`src/hw/rtl/dssu_pkg.sv`:
```
// ----------------------------------------------------------------------------
// Dual square sound unit package
// Types, register map, opcodes and lookup tables shared by the RTL.
// ----------------------------------------------------------------------------
`default_nettype none

package dssu_pkg;

  // Item opcodes
  typedef enum logic [1:0] {
    OP_WRITE   = 2'd0,
    OP_READ    = 2'd1,
    OP_ADVANCE = 2'd2
  } opcode_e;

  // Per-channel register select
  typedef enum logic [1:0] {
    REG_CTRL      = 2'd0,
    REG_PERIOD_LO = 2'd1,
    REG_PERIOD_HI = 2'd2,
    REG_ENABLE    = 2'd3
  } chan_reg_e;

  // Register map
  localparam logic [15:0] ADDR_CH0_CTRL      = 16'h5000;
  localparam logic [15:0] ADDR_CH0_PERIOD_LO = 16'h5002;
  localparam logic [15:0] ADDR_CH0_PERIOD_HI = 16'h5003;
  localparam logic [15:0] ADDR_CH1_CTRL      = 16'h5004;
  localparam logic [15:0] ADDR_CH1_PERIOD_LO = 16'h5006;
  localparam logic [15:0] ADDR_CH1_PERIOD_HI = 16'h5007;
  localparam logic [15:0] ADDR_DIRECT_RD     = 16'h5010;
  localparam logic [15:0] ADDR_DIRECT_WR     = 16'h5011;
  localparam logic [15:0] ADDR_STATUS        = 16'h5015;

  // Timing constants
  localparam logic [13:0] FRAME_TICK_PERIOD = 14'd7457;
  localparam logic [4:0]  MAX_STEP_CYCLES   = 5'd16;
  localparam logic [10:0] MIN_PERIOD        = 11'd8;
  localparam logic [3:0]  VOLUME_MAX        = 4'hF;

  // Command word from the decoder to one channel
  typedef struct packed {
    logic      wr;
    chan_reg_e sel;
    logic [7:0] data;
    logic      adv;
    logic [4:0] cyc;
  } chan_cmd_t;

  // Length counter load values
  function automatic logic [7:0] length_lookup(input logic [4:0] idx);
    logic [7:0] val;
    case (idx)
      5'd0:  val = 8'd10;
      5'd1:  val = 8'd254;
      5'd2:  val = 8'd20;
      5'd3:  val = 8'd2;
      5'd4:  val = 8'd40;
      5'd5:  val = 8'd4;
      5'd6:  val = 8'd80;
      5'd7:  val = 8'd6;
      5'd8:  val = 8'd160;
      5'd9:  val = 8'd8;
      5'd10: val = 8'd60;
      5'd11: val = 8'd10;
      5'd12: val = 8'd14;
      5'd13: val = 8'd12;
      5'd14: val = 8'd26;
      5'd15: val = 8'd14;
      5'd16: val = 8'd12;
      5'd17: val = 8'd16;
      5'd18: val = 8'd24;
      5'd19: val = 8'd18;
      5'd20: val = 8'd48;
      5'd21: val = 8'd20;
      5'd22: val = 8'd96;
      5'd23: val = 8'd22;
      5'd24: val = 8'd192;
      5'd25: val = 8'd24;
      5'd26: val = 8'd72;
      5'd27: val = 8'd26;
      5'd28: val = 8'd16;
      5'd29: val = 8'd28;
      5'd30: val = 8'd32;
      5'd31: val = 8'd30;
      default: val = 8'd0;
    endcase
    return val;
  endfunction

  // Duty waveform: bit k high means step k outputs the positive level
  function automatic logic duty_bit(input logic [1:0] sel, input logic [2:0] step);
    logic [7:0] pat;
    case (sel)
      2'd0: pat = 8'h02;
      2'd1: pat = 8'h06;
      2'd2: pat = 8'h1E;
      2'd3: pat = 8'hF9;
      default: pat = 8'h00;
    endcase
    return pat[step];
  endfunction

endpackage

`default_nettype wire

```
`src/hw/rtl/dssu_in_if.sv`:
```
// ----------------------------------------------------------------------------
// Input channel interface
// Valid/ready channel carrying one command word per handshake.
// ----------------------------------------------------------------------------
`default_nettype none

interface dssu_in_if;
  logic        valid;
  logic        ready;
  logic [1:0]  opcode;
  logic [15:0] address;
  logic [7:0]  write_data;
  logic [4:0]  cycles;

  modport source (output valid, opcode, address, write_data, cycles, input ready);
  modport sink   (input valid, opcode, address, write_data, cycles, output ready);
endinterface

`default_nettype wire

```
`src/hw/rtl/dssu_out_if.sv`:
```
// ----------------------------------------------------------------------------
// Output channel interface
// Valid/ready channel carrying one result word per handshake.
// ----------------------------------------------------------------------------
`default_nettype none

interface dssu_out_if;
  logic               valid;
  logic               ready;
  logic signed [15:0] sample;
  logic [7:0]         read_data;
  logic               read_hit;

  modport source (output valid, sample, read_data, read_hit, input ready);
  modport sink   (input valid, sample, read_data, read_hit, output ready);
endinterface

`default_nettype wire

```
`src/hw/rtl/dssu_channel.sv`:
```
// ----------------------------------------------------------------------------
// Square channel
// Register state, duty sequencer, envelope and length counter of one channel.
// All updates for one command word are computed combinationally and registered together.
// ----------------------------------------------------------------------------
`default_nettype none

module dssu_channel (
  input  wire logic             clk_i,
  input  wire logic             rst_ni,
  input  wire dssu_pkg::chan_cmd_t cmd_i,
  output logic signed [6:0]     level_o,
  output logic                  length_nz_o
);

  logic [3:0]         fv_q, fv_d;
  logic               cm_q, cm_d;
  logic               hl_q, hl_d;
  logic [1:0]         duty_q, duty_d;
  logic [10:0]        per_q, per_d;
  logic [3:0]         cv_q, cv_d;
  logic [2:0]         step_q, step_d;
  logic [8:0]         len_q, len_d;
  logic [4:0]         dd_q, dd_d;
  logic [3:0]         dl_q, dl_d;
  logic               en_q, en_d;
  logic               act_q, act_d;
  logic               rs_q, rs_d;
  logic signed [13:0] pc_q, pc_d;
  logic signed [13:0] fc_q, fc_d;

  logic signed [13:0] cyc_s;
  logic signed [13:0] pc_sub;
  logic signed [13:0] fc_sub;
  logic signed [13:0] pc_reload;
  logic [4:0]         dd_dec;
  logic [4:0]         dd_reload;
  logic [6:0]         vol_x4;

  assign cyc_s     = $signed({9'd0, cmd_i.cyc});
  assign pc_sub    = pc_q - cyc_s;
  assign fc_sub    = fc_q - cyc_s;
  assign pc_reload = $signed({1'b0, ({1'b0, per_q} + 12'd1), 1'b0});
  assign dd_dec    = dd_q - 5'd1;
  assign dd_reload = {1'b0, fv_q} + 5'd1;

  assign length_nz_o = (len_q != 9'd0);

  // Next state for register writes and advance
  always_comb begin
    fv_d    = fv_q;
    cm_d    = cm_q;
    hl_d    = hl_q;
    duty_d  = duty_q;
    per_d   = per_q;
    cv_d    = cv_q;
    step_d  = step_q;
    len_d   = len_q;
    dd_d    = dd_q;
    dl_d    = dl_q;
    en_d    = en_q;
    act_d   = act_q;
    rs_d    = rs_q;
    pc_d    = pc_q;
    fc_d    = fc_q;
    vol_x4  = '0;
    level_o = '0;

    if (cmd_i.wr) begin
      case (cmd_i.sel)
        dssu_pkg::REG_CTRL: begin
          fv_d   = cmd_i.data[3:0];
          cm_d   = cmd_i.data[4];
          hl_d   = cmd_i.data[5];
          duty_d = cmd_i.data[7:6];
          cv_d   = cmd_i.data[4] ? cmd_i.data[3:0] : dl_q;
        end
        dssu_pkg::REG_PERIOD_LO: begin
          per_d = {per_q[10:8], cmd_i.data};
        end
        dssu_pkg::REG_PERIOD_HI: begin
          per_d = {cmd_i.data[2:0], per_q[7:0]};
          if (en_q) begin
            len_d = {dssu_pkg::length_lookup(cmd_i.data[7:3]), 1'b0};
          end
          step_d = 3'd0;
          rs_d   = 1'b1;
        end
        dssu_pkg::REG_ENABLE: begin
          en_d = |cmd_i.data;
          if (!(|cmd_i.data)) begin
            len_d = 9'd0;
          end
        end
        default: begin
          en_d = en_q;
        end
      endcase
      act_d = (per_d >= dssu_pkg::MIN_PERIOD) && (len_d != 9'd0);
    end else if (cmd_i.adv && en_q && act_q) begin
      // duty sequencer: period >= 8 keeps this to one wrap
      if (pc_sub <= 14'sd0) begin
        pc_d   = pc_sub + pc_reload;
        step_d = step_q + 3'd1;
      end else begin
        pc_d = pc_sub;
      end
      // frame tick: envelope and length counter
      if (fc_sub <= 14'sd0) begin
        fc_d = fc_sub + $signed(dssu_pkg::FRAME_TICK_PERIOD);
        if (rs_q) begin
          rs_d = 1'b0;
          dl_d = dssu_pkg::VOLUME_MAX;
          dd_d = dd_reload;
        end else if (dd_dec == 5'd0) begin
          dd_d = dd_reload;
          if (dl_q != 4'd0) begin
            dl_d = dl_q - 4'd1;
          end else begin
            dl_d = hl_q ? dssu_pkg::VOLUME_MAX : 4'd0;
          end
        end else begin
          dd_d = dd_dec;
        end
        if ((len_q != 9'd0) && !hl_q) begin
          len_d = len_q - 9'd1;
        end
      end else begin
        fc_d = fc_sub;
      end
      cv_d   = cm_q ? fv_q : dl_d;
      act_d  = (per_q >= dssu_pkg::MIN_PERIOD) && (len_d != 9'd0);
      vol_x4 = {1'b0, cv_d, 2'b00};
      if (act_d) begin
        level_o = dssu_pkg::duty_bit(duty_q, step_d) ? $signed(vol_x4) : -$signed(vol_x4);
      end
    end
  end

  // State registers
  always_ff @(posedge clk_i or negedge rst_ni) begin
    if (!rst_ni) begin
      fv_q   <= '0;
      cm_q   <= 1'b0;
      hl_q   <= 1'b0;
      duty_q <= '0;
      per_q  <= '0;
      cv_q   <= '0;
      step_q <= '0;
      len_q  <= '0;
      dd_q   <= '0;
      dl_q   <= '0;
      en_q   <= 1'b0;
      act_q  <= 1'b0;
      rs_q   <= 1'b0;
      pc_q   <= 14'sd1;
      fc_q   <= 14'sd0;
    end else begin
      fv_q   <= fv_d;
      cm_q   <= cm_d;
      hl_q   <= hl_d;
      duty_q <= duty_d;
      per_q  <= per_d;
      cv_q   <= cv_d;
      step_q <= step_d;
      len_q  <= len_d;
      dd_q   <= dd_d;
      dl_q   <= dl_d;
      en_q   <= en_d;
      act_q  <= act_d;
      rs_q   <= rs_d;
      pc_q   <= pc_d;
      fc_q   <= fc_d;
    end
  end

endmodule

`default_nettype wire

```
`src/hw/rtl/dual_square_sound_unit.sv`:
```
// ----------------------------------------------------------------------------
// Dual square sound unit
// Pipe: an accepted input word enters the input register; its result word is
// then captured in the result register, as channel state is updated.
// Throughput: one word per cycle while the result register is not stalled by
// out_o.ready; the input register and the result register form a two-stage pipe.
// Reset: asynchronous, active low; clears all channel state, the direct
// level and the valid flags of both pipe stages.
// ----------------------------------------------------------------------------
`default_nettype none

module dual_square_sound_unit (
  input  wire logic  clk_i,
  input  wire logic  rst_ni,
  dssu_in_if.sink    in_i,
  dssu_out_if.source out_o
);

  // Input stage
  logic        s1_valid_q;
  logic [1:0]  op_q;
  logic [15:0] addr_q;
  logic [7:0]  wdata_q;
  logic [4:0]  cyc_q;

  // Result stage
  logic               out_valid_q;
  logic signed [15:0] sample_q, sample_d;
  logic [7:0]         rdata_q, rdata_d;
  logic               hit_q, hit_d;

  logic [7:0] direct_q, direct_d;

  logic                s1_adv;
  logic                is_write;
  logic                is_adv;
  logic [4:0]          cyc_clamped;
  dssu_pkg::chan_cmd_t cmd0, cmd1;
  logic signed [6:0]   level0, level1;
  logic                nz0, nz1;
  logic signed [9:0]   mix;

  // Handshake
  assign s1_adv     = s1_valid_q && (!out_valid_q || out_o.ready);
  assign in_i.ready = !s1_valid_q || s1_adv;

  assign is_write    = s1_adv && (op_q == dssu_pkg::OP_WRITE);
  assign is_adv      = s1_adv && (op_q == dssu_pkg::OP_ADVANCE);
  assign cyc_clamped = (cyc_q > dssu_pkg::MAX_STEP_CYCLES) ? dssu_pkg::MAX_STEP_CYCLES : cyc_q;

  // Address decode into channel commands
  always_comb begin
    cmd0      = '0;
    cmd1      = '0;
    cmd0.adv  = is_adv;
    cmd1.adv  = is_adv;
    cmd0.cyc  = cyc_clamped;
    cmd1.cyc  = cyc_clamped;
    cmd0.data = wdata_q;
    cmd1.data = wdata_q;
    direct_d  = direct_q;
    if (is_write) begin
      case (addr_q)
        dssu_pkg::ADDR_CH0_CTRL: begin
          cmd0.wr  = 1'b1;
          cmd0.sel = dssu_pkg::REG_CTRL;
        end
        dssu_pkg::ADDR_CH0_PERIOD_LO: begin
          cmd0.wr  = 1'b1;
          cmd0.sel = dssu_pkg::REG_PERIOD_LO;
        end
        dssu_pkg::ADDR_CH0_PERIOD_HI: begin
          cmd0.wr  = 1'b1;
          cmd0.sel = dssu_pkg::REG_PERIOD_HI;
        end
        dssu_pkg::ADDR_CH1_CTRL: begin
          cmd1.wr  = 1'b1;
          cmd1.sel = dssu_pkg::REG_CTRL;
        end
        dssu_pkg::ADDR_CH1_PERIOD_LO: begin
          cmd1.wr  = 1'b1;
          cmd1.sel = dssu_pkg::REG_PERIOD_LO;
        end
        dssu_pkg::ADDR_CH1_PERIOD_HI: begin
          cmd1.wr  = 1'b1;
          cmd1.sel = dssu_pkg::REG_PERIOD_HI;
        end
        dssu_pkg::ADDR_DIRECT_WR: begin
          direct_d = wdata_q;
        end
        dssu_pkg::ADDR_STATUS: begin
          cmd0.wr   = 1'b1;
          cmd0.sel  = dssu_pkg::REG_ENABLE;
          cmd0.data = {7'd0, wdata_q[0]};
          cmd1.wr   = 1'b1;
          cmd1.sel  = dssu_pkg::REG_ENABLE;
          cmd1.data = {6'd0, wdata_q[1], 1'b0};
        end
        default: begin
          direct_d = direct_q;
        end
      endcase
    end
  end

  dssu_channel u_ch0 (
    .clk_i       (clk_i),
    .rst_ni      (rst_ni),
    .cmd_i       (cmd0),
    .level_o     (level0),
    .length_nz_o (nz0)
  );

  dssu_channel u_ch1 (
    .clk_i       (clk_i),
    .rst_ni      (rst_ni),
    .cmd_i       (cmd1),
    .level_o     (level1),
    .length_nz_o (nz1)
  );

  // Mix and read-back
  assign mix = $signed({{3{level0[6]}}, level0}) + $signed({{3{level1[6]}}, level1})
             + $signed({2'b00, direct_q});

  always_comb begin
    sample_d = '0;
    rdata_d  = '0;
    hit_d    = 1'b0;
    case (op_q)
      dssu_pkg::OP_READ: begin
        if (addr_q == dssu_pkg::ADDR_DIRECT_RD) begin
          rdata_d = direct_q;
          hit_d   = 1'b1;
        end else if (addr_q == dssu_pkg::ADDR_STATUS) begin
          rdata_d = {6'd0, nz1, nz0};
          hit_d   = 1'b1;
        end
      end
      dssu_pkg::OP_ADVANCE: begin
        sample_d = {mix, 6'd0};
      end
      default: begin
        hit_d = 1'b0;
      end
    endcase
  end

  // Input register
  always_ff @(posedge clk_i or negedge rst_ni) begin
    if (!rst_ni) begin
      s1_valid_q <= 1'b0;
    end else if (in_i.ready) begin
      s1_valid_q <= in_i.valid;
    end
  end

  always_ff @(posedge clk_i) begin
    if (in_i.valid && in_i.ready) begin
      op_q    <= in_i.opcode;
      addr_q  <= in_i.address;
      wdata_q <= in_i.write_data;
      cyc_q   <= in_i.cycles;
    end
  end

  // Direct level and result register
  always_ff @(posedge clk_i or negedge rst_ni) begin
    if (!rst_ni) begin
      direct_q    <= '0;
      out_valid_q <= 1'b0;
    end else begin
      direct_q <= direct_d;
      if (s1_adv) begin
        out_valid_q <= 1'b1;
      end else if (out_o.ready) begin
        out_valid_q <= 1'b0;
      end
    end
  end

  always_ff @(posedge clk_i) begin
    if (s1_adv) begin
      sample_q <= sample_d;
      rdata_q  <= rdata_d;
      hit_q    <= hit_d;
    end
  end

  assign out_o.valid     = out_valid_q;
  assign out_o.sample    = sample_q;
  assign out_o.read_data = rdata_q;
  assign out_o.read_hit  = hit_q;

endmodule

`default_nettype wire

```
`src/flat_wrapper.sv`:
```
// flat-port wrapper written by rule: the top's interface ports become plain ports
module dual_square_sound_unit_flat 
  (clk_i, rst_ni, in_i_valid, in_i_opcode, in_i_address, in_i_write_data, in_i_cycles, in_i_ready, out_o_valid, out_o_sample, out_o_read_data, out_o_read_hit, out_o_ready);
  dssu_in_if in_i_i ();
  dssu_out_if out_o_i ();
  input  wire logic clk_i;
  input  wire logic rst_ni;
  input wire logic [$bits(in_i_i.valid)-1:0] in_i_valid;
  input wire logic [$bits(in_i_i.opcode)-1:0] in_i_opcode;
  input wire logic [$bits(in_i_i.address)-1:0] in_i_address;
  input wire logic [$bits(in_i_i.write_data)-1:0] in_i_write_data;
  input wire logic [$bits(in_i_i.cycles)-1:0] in_i_cycles;
  output wire logic [$bits(in_i_i.ready)-1:0] in_i_ready;
  output wire logic [$bits(out_o_i.valid)-1:0] out_o_valid;
  output wire logic [$bits(out_o_i.sample)-1:0] out_o_sample;
  output wire logic [$bits(out_o_i.read_data)-1:0] out_o_read_data;
  output wire logic [$bits(out_o_i.read_hit)-1:0] out_o_read_hit;
  input wire logic [$bits(out_o_i.ready)-1:0] out_o_ready;
  assign in_i_i.valid = in_i_valid;
  assign in_i_i.opcode = in_i_opcode;
  assign in_i_i.address = in_i_address;
  assign in_i_i.write_data = in_i_write_data;
  assign in_i_i.cycles = in_i_cycles;
  assign in_i_ready = in_i_i.ready;
  assign out_o_valid = out_o_i.valid;
  assign out_o_sample = out_o_i.sample;
  assign out_o_read_data = out_o_i.read_data;
  assign out_o_read_hit = out_o_i.read_hit;
  assign out_o_i.ready = out_o_ready;
  dual_square_sound_unit u_core (.clk_i(clk_i), .rst_ni(rst_ni), .in_i(in_i_i), .out_o(out_o_i));
endmodule
```
`config.mk`:
```
export PLATFORM = sky130hd
export DESIGN_NAME = dual_square_sound_unit_flat
export DESIGN_NICKNAME = d
export VERILOG_FILES = /design/src/hw/rtl/dssu_pkg.sv /design/src/hw/rtl/dssu_in_if.sv /design/src/hw/rtl/dssu_out_if.sv /design/src/hw/rtl/dssu_channel.sv /design/src/hw/rtl/dual_square_sound_unit.sv /design/src/flat_wrapper.sv
export SDC_FILE = /design/constraint.sdc
export NUM_CORES = 1
export LEC_CHECK = 0
export ABC_AREA = 1
export BUFFER_PORTS_ARGS = -buffer_cell sky130_fd_sc_hd__buf_2
export CAP_MARGIN = 30
export CORE_ASPECT_RATIO = 1.25
export CORE_UTILIZATION = 64
export CTS_CLUSTER_DIAMETER = 100
export DETAILED_ROUTE_END_ITERATION = 8
export HOLD_SLACK_MARGIN = 0.03
export PLACE_DENSITY = 0.89
export SLEW_MARGIN = 20
export SYNTH_ARGS = -nofsm -noshare
export SYNTH_HDL_FRONTEND = slang
export SYNTH_SLANG_ARGS = --single-unit
```
`constraint.sdc`:
```
create_clock -name clk_i -period 5.95 [get_ports clk_i]
set_input_delay 1.4875 -clock clk_i [delete_from_list [all_inputs] [get_ports clk_i]]
set_output_delay 1.4875 -clock clk_i [all_outputs]
set_load 0.05 [all_outputs]
```
==> results of run 1 <==
==> per-layer routing <==
metal	global-route usage, %	vias to the layer above
met5	0	-
met4	17.6	0
met3	5.64	158
met2	59.3	752
met1	39.5	7298
li1	-	7350
==> worst max-delay path, delay by kind of cell, from the launching register on <==
| kind | cells | cell delay, ns |
|---|---|---|
| compound gates | 7 | 0.95 |
| fa+ha+maj | 4 | 1.27 |
| simple gates | 22 | 2.46 |
| xor+xnor | 1 | 0.18 |
| flops | 1 | 0.43 |
| buf+inv | 5 | 0.29 |
==> Yosys cell counts (7+ instances only) <==
cell / n
a211oi_1: 8
a21oi_1: 80
a21oi_2: 10
a31oi_1: 13
buf_4: 7
clkbuf_1: 23
dfrtp_1: 150
edfxtp_1: 50
fa_1: 8
ha_1: 98
inv_1: 308
inv_2: 9
nand2_1: 523
nand2_2: 28
nand3_1: 180
nand3_2: 8
nand3b_1: 7
nand4_1: 28
nor2_1: 180
nor2_2: 9
nor3_1: 33
o211ai_1: 20
o21ai_0: 187
o21ai_1: 14
o22ai_1: 30
or2_2: 7
xnor2_1: 15
xor2_1: 66
==> cells in the final DEF (no fill, tap or decap), types with 11 or more instances in the layout <==
cell       synthesis  layout
nand2_1          523     515
inv_1            308     302
o21ai_0          187     184
nand3_1          180     178
nor2_1           180     167
dfrtp_1          150     150
ha_1              98      88
a21oi_1           80      76
xor2_1            66      66
buf_2              6      54
edfxtp_1          50      50
nand2_2           28      34
nor3_1            33      33
o22ai_1           30      30
nand4_1           28      28
buf_4              7      27
clkbuf_16          0      23
nor2_2             9      21
o211ai_1          20      20
xnor2_1           15      15
o21ai_1           14      15
inv_2              9      14
a21oi_2           10      13
a31oi_1           13      12
nand2_4            6      11
==> sequential cells by signal (all words and copies together), names as in the netlist, 3 cells and up <==
name                    cells
u_core.u_ch0.dl_q           4
u_core.direct_q             8
u_core.u_ch0.dd_q           5
u_core.addr_q              16
u_core.cyc_q                5
u_core.u_ch1.per_q         11
u_core.u_ch1.pc_q          14
u_core.wdata_q              8
u_core.u_ch1.dl_q           4
u_core.out_o.read_data      8
u_core.u_ch0.pc_q          14
u_core.u_ch0.per_q         11
u_core.u_ch1.len_q          9
u_core.u_ch1.fc_q          14
u_core.u_ch0.fv_q           4
u_core.u_ch0.len_q          9
u_core.u_ch1.step_q         3
u_core.u_ch0.step_q         3
u_core.out_o.sample        10
u_core.u_ch1.fv_q           4
u_core.u_ch0.fc_q          14
u_core.u_ch1.dd_q           5
==> where the power goes <==
| part | internal [mW] | total, mW | switching, mW |
|---|---|---|---|
| Sequential | 1.46 | 1.47 | 0.0179 |
| Clock | 0.824 | 1.40 | 0.573 |
| Combinational | 0.0905 | 0.340 | 0.250 |
| Total | 2.37 | 3.21 | 0.840 |
==> layout make-up <==
class,count,area [um2],area share (%)
flip-flops and latches,202,5310,30.2
inverters,322,1210,6.90
clock inverters,4,73.8,0.421
clock buffers,33,637,3.63
well taps,325,407,2.32
repair buffers,87,561,3.19
multi-input cells,1629,9350,53.3
==> kinds of logic after synthesis <==
family,after synthesis
and+or+nand+nor,1029
xor gates and xnor gates,87
adders and majority gates,106
DFF,202
AOI/OAI and AO/OA,394
muxes,3
buffers and inverters,368
other,1
==> worst paths after layout <==
| check | endpoint | slack, ns | cells after the start | from |
|---|---|---|---|---|
| max | u_core.out_o.sample[15]$_SDFFCE_PP0P_ | 0.22 | 39 | u_core.cyc_q[1]$_DFFE_PP_ |
| min | u_core.u_ch0.pc_q[0]$_DFFE_PN1P_ | 0.49 | 2 | u_core.u_ch0.pc_q[0]$_DFFE_PN1P_ |
| max reg2reg | u_core.out_o.sample[15]$_SDFFCE_PP0P_ | 0.22 | 39 | u_core.cyc_q[1]$_DFFE_PP_ |
| min reg2reg | u_core.u_ch0.pc_q[0]$_DFFE_PN1P_ | 0.49 | 2 | u_core.u_ch0.pc_q[0]$_DFFE_PN1P_ |
| max in group asynchronous | u_core.u_ch0.len_q[7]$_DFFE_PN0N_ | 4.20 | 2 | rst_ni |
| min in group asynchronous | u_core.u_ch0.fc_q[5]$_DFFE_PN0P_ | 0.87 | 1 | rst_ni |
==> repair_timing <==
item                                    in CTS  in global routing
endpoints found under the setup margin       1                  4
gates resized for setup                      3                 74
pin swaps                                    1                 31
setup buffers                                1                 16
cloned                                       1                  3
==> metrics.csv, run 1 <==
stage,metric,value,unit
status,status,finished clean,
placed_design,# placed instances,2544,
sta,f_max,174,MHz
sta,Final Hold Viols,0,
final_layout,Inserted Diodes,0,
yosys,share of the synthesized area in the top cell type,23.7,%
yosys,xor/xnor share of the synthesized area,5.25,%
placed_design,area of placed instances,0.0164,mm2
detailed_routing,M1 WL,16100,um
yosys,post-synthesis adder-cell area fraction,8.77,%
clock_network,CTS tree,done,
sta,setup TNS,0,ns
worst_setup_path,CP endpoint kind,flop,
final_layout,"Non-Filler Cell Area, Final",0.0175,mm2
yosys,largest family of logic cells by synthesized area,simple AND/OR/NAND/NOR gates,
final_layout,post-layout util,73.2,%
detailed_routing,DRT iter0 DRCs,1593,
yosys,mux cell area share after synthesis,0.214,%
die,Die X,143,um
global_route,total grt overflow,0,
placed_design,post-DP HPWL,31100,um
yosys,Yosys top cell by area,dfrtp_1,
detailed_routing,Post-DRT Antenna Nets,0,
detailed_routing,DR WL met2,21200,um
worst_setup_path,Worst Path Required,6.33,ns
clock_network,Post-CTS Hold Buffers,0,
worst_setup_path,critical path class,reg2reg,
clock_network,CTS sink count,202,
yosys,Post-synth ARST share,75.2,%
sta,RSZ-0062 raised after global routing,true,
worst_setup_path,startpoint type of the worst setup path,flop,
die,Ports,62,
die,Initial Util,66.0,%
yosys,compound-gate portion of the synthesized area,14.2,%
yosys,Mapped Area,0.0158,mm2
detailed_routing,final WL,42600,um
min_path,Hold Path Class,reg2reg,
yosys,Synth Area in Simple Gates,28.7,%
pwr,Pwr Total,3.21,mW
pwr,Worst VDD drop,212,uV
yosys,sequential fraction of the synthesis area,33.6,%
sta,Final Slew Violations,0,
placed_design,PortBufs,55,
global_route,initial antenna violation count,1,
placed_design,gpl congestion,0.984,
detailed_routing,met3 WL,3350,um
final_layout,final non-filler cell total,2602,
worst_setup_path,Crit Path Max Fanout,6,
global_route,number of global-route vias before repair,15160,
clock_network,Clock Tree Buf Depth,3,
yosys,"top cells by area, synth","dfrtp_1 24%, nand2_1 12%, edfxtp_1 9.5%",
sta,post-route worst setup slack,0.219,ns
sta,worst-margin pin slew,0.767,ns
run,max-cap viol count,0,
die,placeable core area,0.0240,mm2
yosys,Synth Instances,2190,
yosys,synth warn,0,
clock_network,Worst-Skew Late Latency,0.52,ns
clock_network,number of buffers created by CTS,23,
detailed_routing,Vias per Instance,5.98,
final_layout,fillcell total,1853,
global_route,largest net degree at the start of global routing,78,
worst_setup_path,CP arrival,6.11,ns
pwr,Lkg Pwr,8.56,nW
final_layout,fraction of layout cells with a size suffix above 1,12.1,%
final_layout,Final nets,2406,
worst_setup_path,CP max stage cell,edfxtp_1,
clock_network,H-tree Lvls,1,
global_route,first-pass GRT wire length,69100,um
die,row cnt,63,
yosys,unique cell type count in the Yosys netlist,63,
yosys,"Primary FF master, synth",dfrtp_1,
placed_design,Place WS,-0.0987,ns
detailed_routing,Initial DRT Pass Iterations,7,
sta,fin crit period,5.73,ns
detailed_routing,drc violations,0,
yosys,syn avg cell area,7.22,um2
pwr,Power Density,183,mW/mm2
clock_network,clk root buf,clkbuf_16,
detailed_routing,highest routed layer,met4,
sta,relative slew slack,48.7,%
yosys,number of synthesized register bits,202,
yosys,Post-synth EDFFs,50,
detailed_routing,total number of vias,15558,
sta,Worst Skew,0.0214,ns
sta,final setup fails,0,
die,Die Height,178,um
global_route,GRT Resource Usage Total,33.8,%
sta,worst hold slack,0.489,ns
clock_network,"Clk pin slew, worst setup/hold paths",0.07,ns
worst_setup_path,slowest cell delay on critical path,0.43,ns
detailed_routing,post-detailed-route wirelength per cell,16.4,um
sta,crit share post-route,96.3,%
die,area of the die,0.0253,mm2
final_layout,layout overhead on the synthesized area,11.0,%
Power figures use the tool's default switching activity.
==> run 2, diff against run 1 <==
--- a/config.mk
+++ b/config.mk
@@ -9,11 +9,11 @@
 export BUFFER_PORTS_ARGS = -buffer_cell sky130_fd_sc_hd__buf_2
 export CAP_MARGIN = 30
 export CORE_ASPECT_RATIO = 1.25
-export CORE_UTILIZATION = 64
-export CTS_CLUSTER_DIAMETER = 100
+export CORE_UTILIZATION = 55
+export CTS_CLUSTER_DIAMETER = 120
 export DETAILED_ROUTE_END_ITERATION = 8
 export HOLD_SLACK_MARGIN = 0.03
-export PLACE_DENSITY = 0.89
+export PLACE_DENSITY = 0.79
 export SLEW_MARGIN = 20
 export SYNTH_ARGS = -nofsm -noshare
 export SYNTH_HDL_FRONTEND = slang
==> metrics.csv, run 2 (synthesis gave the netlist of run 1 again) <==
stage,metric,value,unit,change
die,placeable core area,0.0283,mm2,was 0.0240 mm2
final_layout,post-layout util,62.9,%,was 73.2%
sta,setup TNS,0,ns,unchanged
global_route,GRT Resource Usage Total,27.9,%,was 33.8%
final_layout,layout overhead on the synthesized area,12.7,%,was 11.0%
clock_network,number of buffers created by CTS,24,,was 23
sta,Worst Skew,0.0133,ns,was 0.0214 ns
sta,Final Hold Viols,0,,unchanged
worst_setup_path,startpoint type of the worst setup path,flop,,unchanged
worst_setup_path,Crit Path Max Fanout,6,,unchanged
worst_setup_path,CP max stage cell,fa_1,,was edfxtp_1
min_path,hold-critical path depth,2,,unchanged
worst_setup_path,Worst R2R Start,u_core.cyc_q[4]$_DFFE_PP_,,was u_core.cyc_q[1]$_DFFE_PP_
worst_setup_path,slowest cell delay on critical path,0.51,ns,was 0.43 ns
worst_setup_path,crit path buf inv count,9,,was 5
final_layout,fillcell total,2494,,"was 1,853"
die,Die Height,192,um,was 178 um
sta,Final Slew Violations,0,,unchanged
die,Initial Util,55.8,%,was 66.0%
detailed_routing,Initial DRT Pass Iterations,5,,was 7
final_layout,multi-input logic area,0.00942,mm2,was 0.00935 mm2
final_layout,"most common cell after layout, fill and taps aside",nand2_1,,unchanged
global_route,largest net degree at the start of global routing,88,,was 78
clock_network,CTS tree,done,,unchanged
run,max-cap viol count,0,,unchanged
pwr,Lkg Pwr,8.65,nW,was 8.56 nW
clock_network,H-tree Lvls,1,,unchanged
global_route,total grt overflow,0,,unchanged
final_layout,Top reg by flops,u_core.addr_q,,unchanged
final_layout,final non-filler cell total,2642,,"was 2,602"
sta,relative slew slack,40.9,%,was 48.7%
global_route,initial antenna violation count,0,,was 1
worst_setup_path,CP startpoint,u_core.cyc_q[4]$_DFFE_PP_,,was u_core.cyc_q[1]$_DFFE_PP_
worst_setup_path,"delay-heaviest family, CP",simple AND/OR/NAND/NOR gates,,unchanged
die,area of the die,0.0294,mm2,was 0.0253 mm2
worst_setup_path,Worst Path Required,6.32,ns,was 6.33 ns
detailed_routing,total number of vias,15042,,"was 15,558"
sta,worst-margin pin slew,0.887,ns,was 0.767 ns
final_layout,fraction of layout cells with a size suffix above 1,12.9,%,was 12.1%
worst_setup_path,critical path class,reg2reg,,unchanged
final_layout,"Non-Filler Cell Area, Final",0.0178,mm2,was 0.0175 mm2
detailed_routing,Vias per Instance,5.69,,was 5.98
placed_design,# placed instances,2578,,"was 2,544"
clock_network,Clock Tree Buf Depth,3,,unchanged
placed_design,gpl congestion,0.946,,was 0.984
placed_design,Place WS,-0.130,ns,was -0.0987 ns
detailed_routing,post-detailed-route wirelength per cell,15.8,um,was 16.4 um
min_path,Hold Path Class,reg2reg,,unchanged
placed_design,area of placed instances,0.0164,mm2,about the same
placed_design,PortBufs,55,,unchanged
sta,post-route worst setup slack,0.212,ns,was 0.219 ns
detailed_routing,drc violations,0,,unchanged
placed_design,post-DP HPWL,30700,um,"was 31,100 um"
sta,final setup fails,0,,unchanged
worst_setup_path,CP endpoint kind,flop,,unchanged
worst_setup_path,R2R Setup Slk,0.21,ns,was 0.22 ns
pwr,Power Density,192,mW/mm2,was 183 mW/mm2
worst_setup_path,R2R cell count,37,,was 39
clock_network,clk root buf,clkbuf_16,,unchanged
final_layout,Final nets,2410,,"was 2,406"
sta,crit share post-route,96.4,%,was 96.3%
worst_setup_path,Worst R2R End,u_core.out_o.sample[15]$_SDFFCE_PP0P_,,unchanged
status,status,finished clean,,unchanged
min_path,hold wc startpoint,u_core.direct_q[1]$_DFFE_PN0P_,,was u_core.u_ch0.pc_q[0]$_DFFE_PN1P_
clock_network,Worst-Skew Late Latency,0.53,ns,was 0.52 ns
global_route,number of global-route vias before repair,14365,,"was 15,160"
die,row cnt,69,,was 63
die,Ports,62,,unchanged
detailed_routing,Post-DRT Antenna Nets,0,,unchanged
worst_setup_path,CP arrival,6.11,ns,about the same
clock_network,CTS sink count,202,,unchanged
die,Die X,154,um,was 143 um
sta,f_max,174,MHz,about the same
pwr,Worst VDD drop,234,uV,was 212 uV
final_layout,"commonest non-fill, non-tap cells in the layout","518 x nand2_1, 299 x inv_1, 184 x o21ai_0, 176 x nand3_1, 167 x nor2_1",,"was 515 x nand2_1, 302 x inv_1, 184 x o21ai_0, 178 x nand3_1, 167 x nor2_1"
clock_network,"Clk pin slew, worst setup/hold paths",0.06,ns,was 0.07 ns
final_layout,Largest register FFs,16,,unchanged
sta,fin crit period,5.74,ns,was 5.73 ns
detailed_routing,final WL,41800,um,"was 42,600 um"
final_layout,Inserted Diodes,0,,unchanged
detailed_routing,DRT iter0 DRCs,1042,,"was 1,593"
min_path,Min-Delay Endpoint,u_core.direct_q[1]$_DFFE_PN0P_,,was u_core.u_ch0.pc_q[0]$_DFFE_PN1P_
final_layout,Reg area,0.00531,mm2,unchanged
global_route,first-pass GRT wire length,67100,um,"was 69,100 um"
[run 2: per-stage QoR]
| stage | total power, mW | hold slack (ns) |
|---|---|---|
| floorplan | 1.72 | 0.453 |
| global placement | 1.82 | 0.469 |
| detailed placement | 1.82 | 0.476 |
| CTS | 3.44 | 0.490 |
| global route | 3.53 | 0.517 |
| finish | 3.43 | 0.486 |
[run 2: cell type report]
| type | instances | share of cell area, % |
|---|---|---|
| clock inverters | 11 | 0.878 |
| inverters | 322 | 6.80 |
| well taps | 355 | 2.49 |
| flip-flops and latches | 202 | 29.8 |
| multi-input cells | 1629 | 52.9 |
| clock buffers | 33 | 3.96 |
| repair buffers | 90 | 3.18 |
[run 2: worst max-delay path by stage]
stage	to	slack, ns	cells after the start
floorplan	u_core.out_o.sample[15]$_SDFFCE_PP0P_	0.58	26
global placement	u_core.out_o.sample[15]$_SDFFCE_PP0P_	0.15	37
detailed placement	u_core.out_o.sample[15]$_SDFFCE_PP0P_	-0.13	37
CTS	u_core.out_o.sample[15]$_SDFFCE_PP0P_	0.02	37
global route	u_core.out_o.sample[15]$_SDFFCE_PP0P_	-0.13	37
finish	u_core.out_o.sample[15]$_SDFFCE_PP0P_	0.21	37
[run 2: layer usage]
| metal | track usage, % | vias up | wire length, um |
|---|---|---|---|
| met4 | 11.4 | 0 | 1530 |
| li1 | - | 7357 | - |
| met1 | 33.3 | 7063 | 16700 |
| met3 | 3.63 | 121 | 2710 |
| met5 | 0 | - | 0 |
| met2 | 50.4 | 501 | 20900 |
[run 2: power by group]
| part | switching (mW) | internal [mW] |
|---|---|---|
| combinational | 0.248 | 0.0916 |
| clock | 0.612 | 0.999 |
| sequential | 0.0176 | 1.46 |
[run 2: timing repair]
item | in CTS | in global routing
pin swaps | 0 | 36
setup buffers | 0 | 16
hold buffers | 0 | 0
endpoints found under the setup margin | 1 | 4
gates cloned | 0 | 4
gates resized for setup | 5 | 80
[run 2: worst reg2reg max path, delay by kind of cell (launching register included)]
family | cells | cell delay (ns)
AOI/OAI and AO/OA | 6 | 0.84
xor gates and xnor gates | 1 | 0.22
adders and majority gates | 6 | 1.64
buffers and inverters | 9 | 0.72
DFF | 1 | 0.45
and+or+nand+nor | 15 | 1.71
